File: src/hw/rtl/sida_pkg.sv
// Shared types and constants for the signed integer to decimal ASCII converter.
// Used by sida_ctrl, sida_datapath and the top level; no dependencies.
package sida_pkg;

	localparam int unsigned VALUE_W   = 32;
	localparam int unsigned CHAR_W    = 7;
	localparam int unsigned DIGIT_W   = 4;
	localparam int unsigned MAX_DIGITS = 10;
	localparam int unsigned DIG_IDX_W = 4;
	localparam int unsigned RECIP_SHIFT = 35;

	localparam logic [CHAR_W-1:0] ASCII_MINUS = 7'd45;
	localparam logic [CHAR_W-1:0] ASCII_ZERO  = 7'd48;
	localparam logic [VALUE_W-1:0] RADIX      = 32'd10;
	// ceil(2^35 / 10): floor(x * RECIP >> 35) == x / 10 for every 32-bit x
	localparam logic [VALUE_W-1:0] RECIP      = 32'hCCCC_CCCD;

	typedef enum logic [1:0] {
		ST_IDLE,
		ST_CONV,
		ST_SIGN,
		ST_EMIT
	} state_t;

	typedef struct packed {
		logic load;
		logic step;
		logic pop;
		logic sel_minus;
	} cmd_t;

	typedef struct packed {
		logic lt_radix;
		logic neg;
		logic last;
	} sts_t;

endpackage

File: src/hw/rtl/sida_ctrl.sv
// Controller FSM: sequences load, digit extraction and character transfer.
// Depends on sida_pkg.
module sida_ctrl import sida_pkg::*; (
	input  logic clk,
	input  logic arst_n,
	input  logic s_valid,
	input  logic m_ready,
	input  sts_t sts,
	output logic s_ready,
	output logic m_valid,
	output cmd_t cmd
);

	state_t state_q, state_d;

	always_ff @(posedge clk or negedge arst_n) begin
		if (!arst_n) begin
			state_q <= ST_IDLE;
		end else begin
			state_q <= state_d;
		end
	end

	always_comb begin
		state_d = state_q;
		case (state_q)
			ST_IDLE: begin
				if (s_valid) state_d = ST_CONV;
			end
			ST_CONV: begin
				if (sts.lt_radix) state_d = sts.neg ? ST_SIGN : ST_EMIT;
			end
			ST_SIGN: begin
				if (m_ready) state_d = ST_EMIT;
			end
			ST_EMIT: begin
				if (m_ready && sts.last) state_d = ST_IDLE;
			end
			default: state_d = ST_IDLE;
		endcase
	end

	always_comb begin
		s_ready       = 1'b0;
		m_valid       = 1'b0;
		cmd           = '0;
		case (state_q)
			ST_IDLE: begin
				s_ready  = 1'b1;
				cmd.load = s_valid;
			end
			ST_CONV: begin
				cmd.step = 1'b1;
			end
			ST_SIGN: begin
				m_valid       = 1'b1;
				cmd.sel_minus = 1'b1;
			end
			ST_EMIT: begin
				m_valid = 1'b1;
				cmd.pop = m_ready;
			end
			default: begin
				s_ready = 1'b0;
			end
		endcase
	end

endmodule

File: config.mk
export PLATFORM = sky130hd
export DESIGN_NAME = sida_ctrl
export DESIGN_NICKNAME = d
export VERILOG_FILES = /design/src/hw/rtl/sida_pkg.sv /design/src/hw/rtl/sida_ctrl.sv
export SDC_FILE = /design/constraint.sdc
export NUM_CORES = 1
export LEC_CHECK = 0
export ABC_AREA = 1
export ABC_CLOCK_PERIOD_IN_PS = 2400
export BUFFER_PORTS_ARGS = -buffer_cell sky130_fd_sc_hd__buf_2
export CAP_MARGIN = 20
export CORE_AREA = 2 2 39 41
export CTS_CLUSTER_DIAMETER = 50
export CTS_CLUSTER_SIZE = 14
export DETAILED_ROUTE_END_ITERATION = 10
export DIE_AREA = 0 0 41 43
export GPL_TIMING_DRIVEN = 0
export HOLD_SLACK_MARGIN = 0.12
export SKIP_LAST_GASP = 1
export SLEW_MARGIN = 20
export SYNTH_ARGS = -nofsm -noshare
export SYNTH_HDL_FRONTEND = slang
export SYNTH_SLANG_ARGS = --single-unit
File: constraint.sdc
create_clock -name clk -period 2.4 [get_ports clk]
set_input_delay 0.24 -clock clk [delete_from_list [all_inputs] [get_ports clk]]
set_output_delay 0.24 -clock clk [all_outputs]
set_load 0.005 [all_outputs]
# Word level (Yosys, flattened, before mapping)
# Index checks and enable logic that the tools add are counted.
# totals
ff_bits	2
elab_cells	24
# op_classes
n_eq_ne	7
n_mux	12
n_reduce_logical	4
# ops
operator	n
two-way mux 2 bit	4
!= test 2 bit (second input constant)	4
one-hot mux 2 bit (4 select lines)	1
two-way mux 1 bit	7
equality test 2 bit (second input constant)	2
AND reduction 4 bit	1
equality test 2 x 1 -> 1 bit (second input constant)	1
zero test 2 bit	1
OR reduction 2 bit	1
logical AND 1 bit	1

# Logic depth before layout (Yosys ltp)
# logic_depth
word_depth	3
depth_mapped	7
mapped_depth_nobuf	7

# Worst setup path before layout
# OpenSTA, ideal clock, no wires.
# synth_timing
path_type	flip-flop to output port
from	register state_q[0]
to	output port m_valid
t_arrival_ps	936
required_time_ps	2160
setup_slack_ps	1224
path_stages_with_launch	4
path_buffers	0
path_cell_list	dfrtp_1 -> inv_2 -> ha_1 -> or2_2
# synth_via
elab_chain_cells	3
# synth_lines
element	line	text
start, declared	sida_ctrl.sv:14	state_t state_q, state_d;
start signal, assigned	sida_ctrl.sv:20	state_q <= state_d;
equality test 2 bit	sida_ctrl.sv:47	case (state_q)
OR reduction 2 bit (no source line) *	--	
two-way mux 1 bit *	sida_ctrl.sv:47	
end, declared	sida_ctrl.sv:10	output logic m_valid,
# Mark *: on every way between the ends. The rest lies on a longest branch, timed or not.

# Worst setup path after layout
# Ends and elaborated chain as after synthesis.

==> key figures <==
Outcome
  – Status: finished, final reports clean

Cells and area
  – Top Registers: state_q (2)
  – Layout filler cell count: 161
  – Nets@finish: 63
  – Top reg by flops: state_q
  – Share of layout cells above drive strength 1: 0.440
  – Area growth syn-to-layout: 47.1%
  – Finished Layout Cells: 66
  – Number of antenna cells inserted: 0
  – Max reg flops: 2

Placement
  – # port buffers: 12
  – RD Place Congestion: slightly below 0.7
  – Placed cells: 62
  – Post-Place Worst Slack: 1.09 ns
  – Post-DP HPWL: ~370 µm

STA
  – Pin slew with the least headroom to its limit: approximately 0.14 ns
  – Total Neg Setup Slack: 0 ns
  – # setup viols final: 0
  – Final worst setup slack: between 0.8 and 0.9 ns
  – Period utilisation layout: 0.639
  – Setup Skew: roughly 0.0023 ns
  – Final Slew Violations: 0
  – Time the worst path needs with I/O delays and setup: ~1.5 ns
  – Normalized max-slew margin: 0.904
  – Fmax: between 0.6 and 0.7 GHz
  – RSZ-0062 raised after global routing: false
  – Worst hold slack: 0.327 ns
  – Final hold viol count: 0

Global routing
  – Initial antenna violation count: 0
  – First-pass GRT wire length: just over 800 µm
  – Pin count of the biggest net entering global routing: 6
  – Remaining Overflow, GRT: 0
  – Number of global-route vias before repair: between 200 and 250
  – All-Layer GR Usage: 0.0764

Clock tree
  – H-tree levels: 1
  – Clock buffer depth: 2
  – Clock sink count: 2
  – Clk_lat worst skew: between 0.2 and 0.25 ns
  – Inserted Clock Buffers: 3
  – CTS tree: yes
  – Root Buffer: clkbuf_4
  – CTS resizes: 0
  – Worst-path clk slew: roughly 0.03 ns

Critical path
  – Worst-path fanout max: 5
  – Slowest-stage cell, CP: dfrtp_1
  – CP peak stage delay: approximately 0.37 ns
  – Kind of critical path: reg -> out
  – Worst path cell trace: inv_2 > ha_1 > or2_2 > buf_2
  – Buf/Inv on CP: 2
  – CP startpoint kind: flip-flop
  – Crit end category: output pin
  – Top Family by Delay on Critical Path: flip-flops
  – CP Data Required Time: between 2 and 2.5 ns
  – Arrival @ worst endpoint: between 1 and 1.5 ns

Drt
  – Routed WL: approximately 460 µm
  – Via/cell ratio: 3.62
  – Initial DRC Count: 2
  – DRC viols: 0
  – Routed Antenna Nets: 0
  – Routed len/inst: approximately 7 µm
  – Via count: approximately 240
  – DRT Pass-1 Iters: 2

Power
  – Worst IR Drop VDD: between 0.3 and 0.4 mV
  – PD cells: about 1200 nW/µm²
  – Tot Pwr: about 420 µW
  – Leak Pwr: around 0.23 nW

Run
  – # Max-Cap Violations: 0

Floorplan
  – Die Span Y: 43 µm
  – Site Rows: 14
  – Core footprint: roughly 1400 µm²
  – DIE AREA: 1760 µm²
  – Starting Density: 0.173
  – # IOs: 13
  – Die X: between 40 and 50 µm

Worst hold path
  – Min-Delay Path Class: in -> async

Yosys
  – Gate Count Post-Synth: 34
  – FF+latch count, synth: 2
  – Syn Nets: 45
  – Synth Cell Area: 239 µm²
  – Sequential share of the synthesized area: 0.209
  – Synth unique cells: 12
  – Avg Cell Area, Syn: approximately 7 µm²
  – Yosys Warn Count: 0
[worst reg2reg max path: stages (launching register included)]
cell,delay [ns]
dfrtp_1,0.38
inv_1,0.09
ha_1,0.23
nand2_2,0.10
nand2_4,0.06
o21bai_1,0.15
nand2_1,0.07
[kinds of logic after synthesis]
logic type / synth area share
DFF: 0.209
adders and majority gates: 0.209
AOI/OAI and AO/OA: 0.0837
buffers and inverters: 0.110
and+or+nand+nor: 0.387
[metrics by stage]
step / cell area [µm²] / utilization
6_report: 352 / 0.254
5_1_grt: 352 / 0.254
4_1_cts: 352 / 0.254
3_5_place_dp: 319 / 0.231
3_3_place_gp: 319 / 0.231
2_1_floorplan: 239 / -
[worst paths after layout]
path,cells after the start,to,start,slack [ns]
max in group asynchronous,2,state_q[0],arst_n,1.98
max,4,m_valid,state_q[0],0.87
min in group clk,6,state_q[0],sts[1],0.38
max reg2reg,6,state_q[1],state_q[1],1.21
min,2,state_q[1],arst_n,0.33
min reg2reg,4,state_q[0],state_q[1],0.67
[power breakdown]
| group | internal (mW) | total, mW | switching, mW |
|---|---|---|---|
| clock network | 0.0553 | 0.0759 | 0.0206 |
| registers | 0.0533 | 0.0700 | 0.0168 |
| logic | 0.127 | 0.274 | 0.147 |
[placed cells by master, fill, tap and decap left out]
cell           netlist  layout
dfrtp_1              2       2
inv_1                6       6
nand2_4              1       1
inv_2                1       1
clkbuf_4             0       3
a21oi_1              1       1
o21bai_1             2       2
nor2_4               1       1
ha_1                 4       4
or2_2                1       1
buf_2                0      12
nand2_2              3       3
nand2_1             11      11
dlygate4sd3_1        0       1
nor2_1               1       1
[synth_stat cells (all sizes together)]
cell,number,area (µm²)
o21bai,2,15.0
ha,4,50.1
nor2,2,15.0
or2,1,6.26
dfrtp,2,50.1
inv,7,26.3
nand2,15,71.3
a21oi,1,5.00
[cell type report]
type | count | area [µm²] | share of cell area
Multi-Input combinational cell | 25 | 163 | 0.463
Timing Repair Buffer | 13 | 70.1 | 0.199
Sequential cell | 2 | 50.0 | 0.142
Inverter | 7 | 26.3 | 0.0747
Clock buffer | 3 | 22.5 | 0.0641
Tap cell | 16 | 20.0 | 0.0569
[routing by layer]
layer	wire length, µm	vias up	track usage
met2	206	8	0.100
met4	0	0	0.0400
met5	0	-	0
li1	-	133	-
met3	45	0	0.0785
met1	211	98	0.0742
[timing repair]
action	4_1_cts	5_1_grt
hold buffers	1	0
buffers inserted	0	0
endpoints found under the hold margin	2	0
No activity file was read; power rests on OpenSTA's default activity.
